## config.mk

```make
export PLATFORM = sky130hd
export DESIGN_NAME = futex_wait_queue_engine_top_flat
export DESIGN_NICKNAME = d
export VERILOG_FILES = /design/src/sv/fwq_pkg.sv /design/src/sv/fwq_if.sv /design/src/sv/futex_wait_queue_engine_top.sv /design/src/flat_wrapper.sv
export SDC_FILE = /design/constraint.sdc
export NUM_CORES = 2
export LEC_CHECK = 0
export BUFFER_PORTS_ARGS = -buffer_cell sky130_fd_sc_hd__buf_2
export CAP_MARGIN = 20
export CORE_MARGIN = 1.5
export CORE_UTILIZATION = 55
export DETAILED_ROUTE_END_ITERATION = 8
export PLACE_DENSITY = 0.85
export SETUP_SLACK_MARGIN = 0.15
export SYNTH_ARGS = -nofsm -noshare
export SYNTH_HDL_FRONTEND = slang
export SYNTH_SLANG_ARGS = --single-unit
export TNS_END_PERCENT = 5
```

## constraint.sdc

```tcl
create_clock -name clk -period 5.3 [get_ports clk]
set_input_delay 0.53 -clock clk [delete_from_list [all_inputs] [get_ports clk]]
set_output_delay 0.53 -clock clk [all_outputs]
set_load 0.01 [all_outputs]
```

## src/sv/fwq_pkg.sv

```systemverilog
// Shared codes, payload types and default sizes for the futex wait queue engine.
`default_nettype none

package fwq_pkg;

  localparam int TABLE_DEPTH_DEF    = 16;
  localparam int THREAD_ID_BITS_DEF = 16;

  localparam logic [2:0] CMD_WAIT        = 3'd0;
  localparam logic [2:0] CMD_WAKE        = 3'd1;
  localparam logic [2:0] CMD_FD          = 3'd2;
  localparam logic [2:0] CMD_REQUEUE     = 3'd3;
  localparam logic [2:0] CMD_CMP_REQUEUE = 3'd4;
  localparam logic [2:0] CMD_WAKE_OP     = 3'd5;

  localparam logic [2:0] ST_OK          = 3'd0;
  localparam logic [2:0] ST_SUSPENDED   = 3'd1;
  localparam logic [2:0] ST_TRY_AGAIN   = 3'd2;
  localparam logic [2:0] ST_TABLE_FULL  = 3'd3;
  localparam logic [2:0] ST_UNSUPPORTED = 3'd4;

  localparam logic KIND_NOTICE = 1'b0;
  localparam logic KIND_FINAL  = 1'b1;

  typedef struct packed {
    logic [2:0]         command;
    logic [31:0]        futex_addr;
    logic [31:0]        target_addr;
    logic [15:0]        caller_thread;
    logic signed [31:0] expected_value;
    logic signed [31:0] current_value;
    logic [30:0]        wake_limit;
    logic [30:0]        move_limit;
    logic               timeout_given;
  } req_t;

  typedef struct packed {
    logic        result_kind;
    logic [15:0] woken_thread;
    logic [2:0]  status;
    logic [4:0]  done_count;
    logic        last_result;
  } rsp_t;

endpackage

`default_nettype wire

```

## src/sv/fwq_if.sv

```systemverilog
// Valid/ready channel interfaces for requests and results.
`default_nettype none

interface fwq_req_if;
  import fwq_pkg::*;
  logic valid;
  logic ready;
  req_t data;
  modport source (output valid, output data, input ready);
  modport sink (input valid, input data, output ready);
endinterface

interface fwq_rsp_if;
  import fwq_pkg::*;
  logic valid;
  logic ready;
  rsp_t data;
  modport source (output valid, output data, input ready);
  modport sink (input valid, input data, output ready);
endinterface

`default_nettype wire

```

## src/sv/futex_wait_queue_engine_top.sv

```systemverilog
// Futex wait queue engine: waiter table with wait, wake and requeue sequencing.
//
// The waiter table is a single memory kept packed, with new and moved waiters
// appended at its end, and one sequencer walks it one entry per cycle unless
// a wake notice waits for the output register. A wait or an unsupported
// command goes from idle to the final state, which writes its status into
// the output register once that is free. A wake makes one pass over the
// queued waiters; a requeue makes a wake pass, then a move scan over the
// waiters left and an append of the moved waiters, each its own pass over
// the table port. The block takes no new request until the current one has
// produced its final result into the output register, which then waits for
// its transfer on its own.
`default_nettype none

module futex_wait_queue_engine_top #(
  parameter int TABLE_DEPTH    = fwq_pkg::TABLE_DEPTH_DEF,
  parameter int THREAD_ID_BITS = fwq_pkg::THREAD_ID_BITS_DEF
) (
  input  wire logic  clk,
  input  wire logic  rst,
  fwq_req_if.sink    in_ch,
  fwq_rsp_if.source  out_ch
);
  import fwq_pkg::*;

  localparam int IW = (TABLE_DEPTH > 1) ? $clog2(TABLE_DEPTH) : 1;
  localparam int CW = $clog2(TABLE_DEPTH + 1);
  localparam int TB = THREAD_ID_BITS;

  localparam logic [2:0] S_IDLE   = 3'd0;
  localparam logic [2:0] S_WAKE   = 3'd1;
  localparam logic [2:0] S_MOVE   = 3'd2;
  localparam logic [2:0] S_APPEND = 3'd3;
  localparam logic [2:0] S_FIN    = 3'd4;

  // Waiter table and staging memory for threads being moved
  logic [31:0]   tbl_addr   [TABLE_DEPTH];
  logic [TB-1:0] tbl_thread [TABLE_DEPTH];
  logic [TB-1:0] mt_thread  [TABLE_DEPTH];
  logic [31:0]   rd_addr;
  logic [TB-1:0] rd_thread;
  logic [TB-1:0] mt_rd_thread;

  logic [2:0]    state, state_next;
  logic [CW-1:0] fill, fill_next;
  logic [CW-1:0] idx, idx_next;
  logic [CW-1:0] keep, keep_next;
  logic [CW-1:0] woken, woken_next;
  logic [CW-1:0] moved, moved_next;

  logic [31:0]   req_faddr, req_taddr;
  logic [30:0]   req_wlim, req_mlim;
  logic          req_requeue;
  logic [2:0]    fin_status, fin_status_next;
  logic          accept;

  logic          out_valid, out_valid_next;
  rsp_t          out_data, out_data_next;
  logic          out_free;

  logic          wr_en;
  logic [IW-1:0] wr_idx;
  logic [31:0]   wr_addr;
  logic [TB-1:0] wr_thread;
  logic          mt_wr_en;

  logic [TB+15:0] caller_wide;
  logic [TB+15:0] rd_thread_wide;
  logic [CW+5:0]  count_sum;
  logic [CW-1:0]  append_idx;
  logic           wake_hit, move_hit;

  assign in_ch.ready  = (state == S_IDLE);
  assign accept       = in_ch.valid && in_ch.ready;
  assign out_ch.valid = out_valid;
  assign out_ch.data  = out_data;
  assign out_free     = !out_valid || out_ch.ready;

  assign caller_wide    = {{TB{1'b0}}, in_ch.data.caller_thread};
  assign rd_thread_wide = {16'b0, rd_thread};
  assign count_sum      = {6'b0, woken} + {6'b0, moved};
  assign append_idx     = keep + idx;

  assign wake_hit = (rd_addr == req_faddr) &&
                    ({{(31-CW){1'b0}}, woken} < req_wlim);
  assign move_hit = (rd_addr == req_faddr) &&
                    ({{(31-CW){1'b0}}, moved} < req_mlim);

  always_comb begin
    state_next      = state;
    fill_next       = fill;
    idx_next        = idx;
    keep_next       = keep;
    woken_next      = woken;
    moved_next      = moved;
    fin_status_next = fin_status;
    out_valid_next  = out_valid && !out_ch.ready;
    out_data_next   = out_data;
    wr_en           = 1'b0;
    wr_idx          = keep[IW-1:0];
    wr_addr         = rd_addr;
    wr_thread       = rd_thread;
    mt_wr_en        = 1'b0;

    unique case (state)
      S_IDLE: begin
        if (accept) begin
          idx_next   = '0;
          keep_next  = '0;
          woken_next = '0;
          moved_next = '0;
          unique case (in_ch.data.command)
            CMD_WAIT: begin
              state_next = S_FIN;
              if (in_ch.data.timeout_given) begin
                fin_status_next = ST_UNSUPPORTED;
              end else if (in_ch.data.current_value != in_ch.data.expected_value) begin
                fin_status_next = ST_TRY_AGAIN;
              end else if (fill == CW'(TABLE_DEPTH)) begin
                fin_status_next = ST_TABLE_FULL;
              end else begin
                fin_status_next = ST_SUSPENDED;
                wr_en     = 1'b1;
                wr_idx    = fill[IW-1:0];
                wr_addr   = in_ch.data.futex_addr;
                wr_thread = caller_wide[TB-1:0];
                fill_next = fill + 1'b1;
              end
            end
            CMD_WAKE: begin
              if (in_ch.data.timeout_given) begin
                state_next      = S_FIN;
                fin_status_next = ST_UNSUPPORTED;
              end else begin
                state_next      = S_WAKE;
                fin_status_next = ST_OK;
              end
            end
            CMD_REQUEUE: begin
              state_next      = S_WAKE;
              fin_status_next = ST_OK;
            end
            default: begin
              state_next      = S_FIN;
              fin_status_next = ST_UNSUPPORTED;
            end
          endcase
        end
      end

      S_WAKE: begin
        if (idx == fill) begin
          fill_next  = keep;
          idx_next   = '0;
          keep_next  = '0;
          state_next = req_requeue ? S_MOVE : S_FIN;
        end else if (wake_hit) begin
          // Hold the scan until the output register can take the notice
          if (out_free) begin
            out_valid_next = 1'b1;
            out_data_next  = '{result_kind: KIND_NOTICE,
                               woken_thread: rd_thread_wide[15:0],
                               status: ST_OK, done_count: 5'd0,
                               last_result: 1'b0};
            woken_next = woken + 1'b1;
            idx_next   = idx + 1'b1;
          end
        end else begin
          wr_en     = 1'b1;
          keep_next = keep + 1'b1;
          idx_next  = idx + 1'b1;
        end
      end

      S_MOVE: begin
        if (idx == fill) begin
          idx_next   = '0;
          state_next = S_APPEND;
        end else begin
          if (move_hit) begin
            mt_wr_en   = 1'b1;
            moved_next = moved + 1'b1;
          end else begin
            wr_en     = 1'b1;
            keep_next = keep + 1'b1;
          end
          idx_next = idx + 1'b1;
        end
      end

      S_APPEND: begin
        if (idx == moved) begin
          state_next = S_FIN;
        end else begin
          wr_en     = 1'b1;
          wr_idx    = append_idx[IW-1:0];
          wr_addr   = req_taddr;
          wr_thread = mt_rd_thread;
          idx_next  = idx + 1'b1;
        end
      end

      S_FIN: begin
        if (out_free) begin
          out_valid_next = 1'b1;
          out_data_next  = '{result_kind: KIND_FINAL, woken_thread: 16'd0,
                             status: fin_status, done_count: count_sum[4:0],
                             last_result: 1'b1};
          state_next = S_IDLE;
        end
      end

      default: begin
        state_next = S_IDLE;
      end
    endcase
  end

  // Table and staging memories: one write, one registered read each
  always_ff @(posedge clk) begin
    if (wr_en) begin
      tbl_addr[wr_idx]   <= wr_addr;
      tbl_thread[wr_idx] <= wr_thread;
    end
    if (mt_wr_en) begin
      mt_thread[moved[IW-1:0]] <= rd_thread;
    end
    rd_addr      <= tbl_addr[idx_next[IW-1:0]];
    rd_thread    <= tbl_thread[idx_next[IW-1:0]];
    mt_rd_thread <= mt_thread[idx_next[IW-1:0]];
  end

  always_ff @(posedge clk) begin
    if (rst) begin
      state     <= S_IDLE;
      fill      <= '0;
      out_valid <= 1'b0;
    end else begin
      state     <= state_next;
      fill      <= fill_next;
      out_valid <= out_valid_next;
    end
  end

  always_ff @(posedge clk) begin
    idx        <= idx_next;
    keep       <= keep_next;
    woken      <= woken_next;
    moved      <= moved_next;
    fin_status <= fin_status_next;
    out_data   <= out_data_next;
    if (accept) begin
      req_faddr   <= in_ch.data.futex_addr;
      req_taddr   <= in_ch.data.target_addr;
      req_wlim    <= in_ch.data.wake_limit;
      req_mlim    <= in_ch.data.move_limit;
      req_requeue <= (in_ch.data.command == CMD_REQUEUE);
    end
  end

endmodule

`default_nettype wire
```

## src/flat_wrapper.sv

```systemverilog
// flat-port wrapper written by rule: the top's interface ports become plain ports
module futex_wait_queue_engine_top_flat import fwq_pkg::*;
#(
  parameter int TABLE_DEPTH    = fwq_pkg::TABLE_DEPTH_DEF,
  parameter int THREAD_ID_BITS = fwq_pkg::THREAD_ID_BITS_DEF
)
  (clk, rst, in_ch_valid, in_ch_data, in_ch_ready, out_ch_valid, out_ch_data, out_ch_ready);
  fwq_req_if in_ch_i ();
  fwq_rsp_if out_ch_i ();
  input  wire logic clk;
  input  wire logic rst;
  input wire logic [$bits(in_ch_i.valid)-1:0] in_ch_valid;
  input wire logic [$bits(in_ch_i.data)-1:0] in_ch_data;
  output wire logic [$bits(in_ch_i.ready)-1:0] in_ch_ready;
  output wire logic [$bits(out_ch_i.valid)-1:0] out_ch_valid;
  output wire logic [$bits(out_ch_i.data)-1:0] out_ch_data;
  input wire logic [$bits(out_ch_i.ready)-1:0] out_ch_ready;
  assign in_ch_i.valid = in_ch_valid;
  assign in_ch_i.data = in_ch_data;
  assign in_ch_ready = in_ch_i.ready;
  assign out_ch_valid = out_ch_i.valid;
  assign out_ch_data = out_ch_i.data;
  assign out_ch_i.ready = out_ch_ready;
  futex_wait_queue_engine_top #(.TABLE_DEPTH(TABLE_DEPTH), .THREAD_ID_BITS(THREAD_ID_BITS)) u_core (.clk(clk), .rst(rst), .in_ch(in_ch_i), .out_ch(out_ch_i));
endmodule
```

; ---- Word level (Yosys, flattened, before mapping)
; Memories as Yosys holds them, arrays and structs flattened. A register that Yosys moved wholly into a read port is not among the register bits.
; Cells that the tools add are included.
[totals]
latch_bits = 0
memories = 3
out_inout_bits = 28
rom_bits = 0
inputBits = 214
wordCells = 171
regBits = 185
ramBits = 1024
[classes]
n_eq_ne = 29
shifts = 0
n_reduce_logical = 22
div = 0
n_bitwise = 0
mul = 0
muxes = 89
addsub = 7
order_cmp = 2
[memory_table]
columns = memory, words, width, read_ports, rd_ports_with_merged_regs, write_ports, line_no
row1 = u_core.tbl_addr, 16, 32, 1, 1, 1, futex_wait_queue_engine_top.sv:37  ; logic [31:0] tbl_addr [TABLE_DEPTH];
row2 = u_core.mt_thread, 16, 16, 1, 1, 1, futex_wait_queue_engine_top.sv:39  ; logic [TB-1:0] mt_thread [TABLE_DEPTH];
row3 = u_core.tbl_thread, 16, 16, 1, 1, 1, futex_wait_queue_engine_top.sv:38  ; logic [TB-1:0] tbl_thread [TABLE_DEPTH];
[op_table]
columns = op, count
row1 = two-way mux 32 bit, 6
row2 = two-way mux 5 bit, 22
row3 = two-way mux 26 bit, 4
row4 = two-way mux 16 bit, 6
row5 = case mux 32 bit (2 select lines), 1
row6 = less-than comparator 5 x 31 -> 1 bit, 2
row7 = case mux 26 bit (2 select lines), 1
row8 = == test 32 bit, 1
row9 = != test 32 bit, 1
row10 = case mux 16 bit (2 select lines), 1
row11 = two-way mux 3 bit, 10
row12 = case mux 5 bit (2 select lines), 3
row13 = adder 5 x 1 -> 5 bit (second input constant), 5
row14 = two-way mux 4 bit, 6
row15 = two-way mux 1 bit, 20
row16 = case mux 5 bit (4 select lines), 1
row17 = AND reduction 5 bit, 4
row18 = != test 2 bit (second input constant), 9
row19 = case mux 3 bit (5 select lines), 1
row20 = case mux 5 bit (3 select lines), 1
row21 = != test 2 x 1 -> 1 bit (second input constant), 7
row22 = == test 5 bit, 2
row23 = == test 3 x 2 -> 1 bit (second input constant), 3
row24 = case mux 3 bit (3 select lines), 1
row25 = other kinds (22), 31

; ---- Logic depth before layout (Yosys ltp)
[depth]
depth_word = 9
mapped_depth = 15
ltp_nobuf = 13

; ---- Worst setup path before layout
; Ideal clock, no wire load.
[synth_path]
path_kind = input to register
from = in in_ch_data[117]
to = mem u_core.tbl_addr[10][0] (enable)
required_ps = 4846
arrival_ps = 4586
path_buffers = 1
setup_ps = 454
slack_ps = 260
cell_stages = 11
path_cell_list = xnor2_1 nand4_1 nor4_1 nand4_1 nor4b_1 clkbuf_1 mux2i_1 o211ai_1 a21boi_0 nand3_1 nor2_1
[synth_via]
elab_chain_len = 8
elab_cells_between_ends = 13
cone_classes = 1 x eq/ne / 12 x mux
[synth_lines]
columns = item, line_no
row1 = from (decl), flat_wrapper.sv:13  ; input wire logic [$bits(in_ch_i.data)-1:0] in_ch_data;
row2 = != test 32 bit (*), futex_wait_queue_engine_top.sv:117  ; end else if (in_ch.data.current_value != in_ch.data.expected_value) begin
row3 = two-way mux 1 bit, futex_wait_queue_engine_top.sv:117
row4 = two-way mux 1 bit, futex_wait_queue_engine_top.sv:115  ; if (in_ch.data.timeout_given) begin
row5 = two-way mux 1 bit, futex_wait_queue_engine_top.sv:112  ; unique case (in_ch.data.command)
row6 = two-way mux 1 bit, futex_wait_queue_engine_top.sv:107  ; if (accept) begin
row7 = case mux 1 bit (4 select lines), futex_wait_queue_engine_top.sv:105  ; unique case (state)
row8 = two-way mux 1 bit, futex_wait_queue_engine_top.sv:221  ; if (wr_en) begin
row9 = two-way mux 1 bit (not written as such), futex_wait_queue_engine_top.sv:222  ; tbl_addr[wr_idx] <= wr_addr;
row10 = to (decl), futex_wait_queue_engine_top.sv:37
; Mark *: on every way between the ends. The rest lies on a longest branch, timed or not.

; ---- Worst setup path in the final report
[layout_path]
from = reg u_core.rd_addr[1] (read register of u_core.tbl_addr)
to = reg u_core.rd_addr[15] (read register of u_core.tbl_addr)
[layout_via]
elab_chain_len = 5
[layout_lines]
columns = item, line_no
row1 = from (decl), futex_wait_queue_engine_top.sv:40  ; logic [31:0] rd_addr;
row2 = == test 32 bit, futex_wait_queue_engine_top.sv:84  ; assign wake_hit = (rd_addr == req_faddr) &&
row3 = logical AND 1 bit, futex_wait_queue_engine_top.sv:84
row4 = two-way mux 5 bit, futex_wait_queue_engine_top.sv:157  ; end else if (wake_hit) begin
row5 = two-way mux 5 bit, futex_wait_queue_engine_top.sv:152  ; if (idx == fill) begin
row6 = case mux 5 bit (4 select lines), futex_wait_queue_engine_top.sv:105
; No other way between the ends.
; A chain may end at the register's enable or synchronous reset.

==> metrics.md <==
| Metric | Value |
|---|---|
| Num CTS Buffers | `112` |
| Combinational power share | `4.6%` |
| Sw Share | `a little over a fifth` |
| Failing checks | `DRC` |
| HPWL Detailed | `67700 µm` |
| H-tree depth | `3` |
| Pre-Repair DR Iteration Count | `9` |
| Post-route ant nets | `0` |
| Core ar. | `0.0886 mm²` |
| Unrepaired setup endpoints after global routing | `false` |
| Register share of total power | `55.0%` |
| Final period util | `about 90%` |
| Ys flop type | `edfxtp_1` |
| Effective utilization at floorplan | `55.7%` |
| Vias per cell | `6.58` |
| MaxCap Viol Count | `0` |
| Crit path cell chain | `xor2_1, nor4_1, nand4_1, a2111oi_1, o21ai_1, a22oi_2, buf_4, buf_12, a21oi_1, a22o_1, o22ai_1, a221o_1` |
| Port Buf Inserts | `241` |
| Leak Pwr | `20.1 nW` |
| Core Util, Final | `64.4%` |
| Cells after Synth | `between 3000 and 4000` |
| Cell variety after synth | `55` |
| Number of synthesis warnings | `0` |
| DRC | `19` |
| # fillers | `5651` |
| Routed wire length | `133000 µm` |
| Sequential area share after synthesis | `between 70% and 80%` |
| Non-filler instance count after layout | `between 5000 and 6000` |
| WS Path Type | `register to register` |
| Synth Cell Area | `0.0494 mm²` |
| Worst-Margin Slew | `between 1 and 1.5 ns` |
| Gr ovfl total | `0` |
| Fmax | `around 210 MHz` |
| Ratio of cells with drive above 1 in the final layout | `14.0%` |
| Via count | `33000` |
| Die height | `303 µm` |
| WL per Instance | `26.6 µm` |
| Clock Path Buffers | `3` |
| Layout Nets | `3986` |
| Global Route Usage Sum | `28.8%` |
| Slowest stage cell, crit path | `nor4_1` |
| CTS Sinks | `between 1000 and 1500` |
| Register bit total from synthesis | `roughly 1300` |
| Critical Path AT | `5.43 ns` |
| Num rows | `109` |
| Pwr/cell area | `359 mW/mm²` |
| Async SR Flop Fraction | `0%` |
| Largest delay share family, worst path | `compound AO/OA/AOI/OAI gates` |
| Setup crit start kind | `register` |
| Crit-path max FO | `149` |
| Initial DRC Count | `just over 6000` |
| Outcome | `finished with violations` |
| Worst-skew pair later-pin latency | `0.72 ns` |
| Clock share of power | `40.4%` |
| Post-CTS setup buffers | `0` |
| Die X | `303 µm` |
| Worst vdd ir | `between 300 and 400 µV` |
| Worst path bufs/invs | `2` |
| Pin count of the biggest net entering global routing | `163` |
| Setup violations, final | `0` |
| Die area | `about 0.092 mm²` |
| Final Hold Vio Count | `0` |
| Clk_skew | `0.0343 ns` |
| P_int | `16.1 mW` |
| Placed insts | `4693` |
| Final Slew Violations | `0` |
| Vias in the first global route | `32700` |
| GP Congestion | `0.851` |
| Initial antenna violation count | `6` |
| Max-slew headroom | `about a third` |
| NetSw | `4.35 mW` |
| CTS tree | `yes` |
| Post-synth EDFFs | `around 1200` |
| Synthesized net count | `3670` |
| Tot Pwr | `20.5 mW` |
| Final setup TNS | `0 ns` |
| Critical path's largest stage delay | `0.76 ns` |
| Global-route wire length before repair | `197000 µm` |
| Root Buffer | `clkbuf_16` |
| Crit path time final | `4.77 ns` |
| Layout area overhead | `15.6%` |
| Clk slew on worst S/H paths | `0.07 ns` |
| WP data required | `5.96 ns` |
| Ports | `between 200 and 250` |
| CP Capture Type | `register` |
| Syn Area/Cell | `14.4 µm²` |
| Hold Path Class | `primary input to register` |
## final cells by class
cell class	instances	area, µm²	area share [%]
timing repair buffer	427	3190	5.58
inverter	79	317	0.554
clock buffer	152	3090	5.42
tap	1165	1460	2.55
multi-input combinational	1854	11000	19.2
antenna	3	7.51	0.0131
sequential	1272	37400	65.5
clock inverter	62	629	1.10
## worst register-to-register path, delay by kind of cell, from the launching register on
family	cells	cell delay [ns]
AO/OA/AOI/OAI	7	2.12
AND/OR/NAND/NOR	2	1.17
buffers and inverters	2	0.80
flip-flops	1	0.41
XOR/XNOR	1	0.23
## path summary, 6_finish.rpt
| check | start | slack (ns) | endpoint | depth (start not counted) |
|---|---|---|---|---|
| worst max-delay path | u_core.rd_addr[1] | 0.53 | u_core.rd_addr[15] | 12 |
| worst min-delay path | in_ch_data[176] | 0.03 | u_core.req_faddr[1] | 1 |
| worst max register to register | u_core.rd_addr[1] | 0.53 | u_core.rd_addr[15] | 12 |
| worst min register to register | u_core.fin_status[2] | 0.53 | u_core.out_ch.data[8] | 1 |
## synthesized netlist by cell type (3+ instances only)
library cell  number  area share, %
nor3_1            17           0.17
ha_1              24           0.61
nor2_1            66           0.50
clkbuf_1         146            1.1
nand2_1          540            4.1
xnor2_1           32           0.57
dfxtp_1           77            3.1
a21oi_1          537            5.4
buf_2             56           0.57
and2_1            25           0.32
a221o_1           65            1.3
xor2_1            58            1.0
a31oi_1            4          0.051
edfxtp_1        1195             73
or3_1              5          0.063
o22ai_1           66           0.84
nand4_1           10           0.13
inv_1             76           0.58
and3_1             3          0.038
inv_2              3          0.023
a22oi_1          130            2.0
nand3_1           16           0.16
nand2b_1           8           0.10
a22o_1           129            2.3
nor4_1            25           0.32
buf_1             22           0.17
a222oi_1          48           0.97
a21o_1            11           0.17
## timing repair
action	in CTS	in global routing
setup endpoints to repair	0	2
resized for setup	0	1
hold buffers	103	0
hold endpoints to repair	103	0
## sequential cells by signal, indices dropped and copies added (netlist names), 31 cells and up
| name | flops |
|---|---|
| u_core.req_wlim | 31 |
| u_core.rd_addr | 32 |
| u_core.tbl_addr | 512 |
| u_core.tbl_thread | 256 |
| u_core.mt_thread | 256 |
| u_core.req_mlim | 31 |
| u_core.req_taddr | 32 |
| u_core.req_faddr | 32 |
## through the flow
stage               instance area, µm²  hold WS [ns]  setup WS [ns]
CTS                              57100       0.00214          0.598
floorplan                        49400         0.497          0.260
global placement                 52300         0.501          0.858
detailed placement               52300         0.504          0.711
finish                           57100        0.0295          0.529
global route                     57100       0.00944          0.392
## cells by family (layout without fill, tap and decap cells)
| group | count (synthesis) | after routing | synth area share (%) |
|---|---|---|---|
| AO/OA/AOI/OAI | 1012 | 1012 | 13.4 |
| XOR/XNOR | 90 | 90 | 1.60 |
| adder cells (fa/ha/maj) | 26 | 26 | 0.689 |
| buffers and inverters | 304 | 720 | 2.46 |
| flip-flops | 1272 | 1272 | 75.7 |
| multiplexers | 3 | 3 | 0.0633 |
| other | 0 | 3 | 0 |
| AND/OR/NAND/NOR | 723 | 723 | 6.02 |
## layer usage
layer  GRT usage [%]  vias to the layer above  part of all wire, %
met5               0                        -                0.017
met4            13.6                        4                  4.7
met3            7.03                      511                   14
met2            45.8                     2862                   47
met1            37.5                    15800                   34
li1                -                    13800                    -
## layout by cell type, fill, tap and decap left out, types with 16 or more instances in the layout
cell type         n
clkbuf_1         27
a222oi_1         48
and2_1           24
a21oi_1         536
nand2_1         539
dfxtp_1          77
o22ai_1          66
xor2_1           58
nand3_1          16
nor2_1           49
inv_1            75
dlygate4sd3_1   103
a22oi_1         130
buf_12           26
buf_2           241
buf_4            56
clkinv_2         28
clkbuf_16       113
ha_1             24
a221o_1          65
nor2_4           17
nor4_1           24
edfxtp_1       1195
a22o_1          129
xnor2_1          32
## power groups by stage
stage | Clock, mW | Combinational, mW | Sequential (mW)
floorplan | 0 | 0.513 | 11.4
global placement | 0 | 0.806 | 11.5
detailed placement | 0 | 0.841 | 11.5
CTS | 8.27 | 0.915 | 11.2
global route | 8.66 | 1.01 | 11.3
finish | 8.27 | 0.942 | 11.3
No activity file was read; power rests on OpenSTA's default activity.
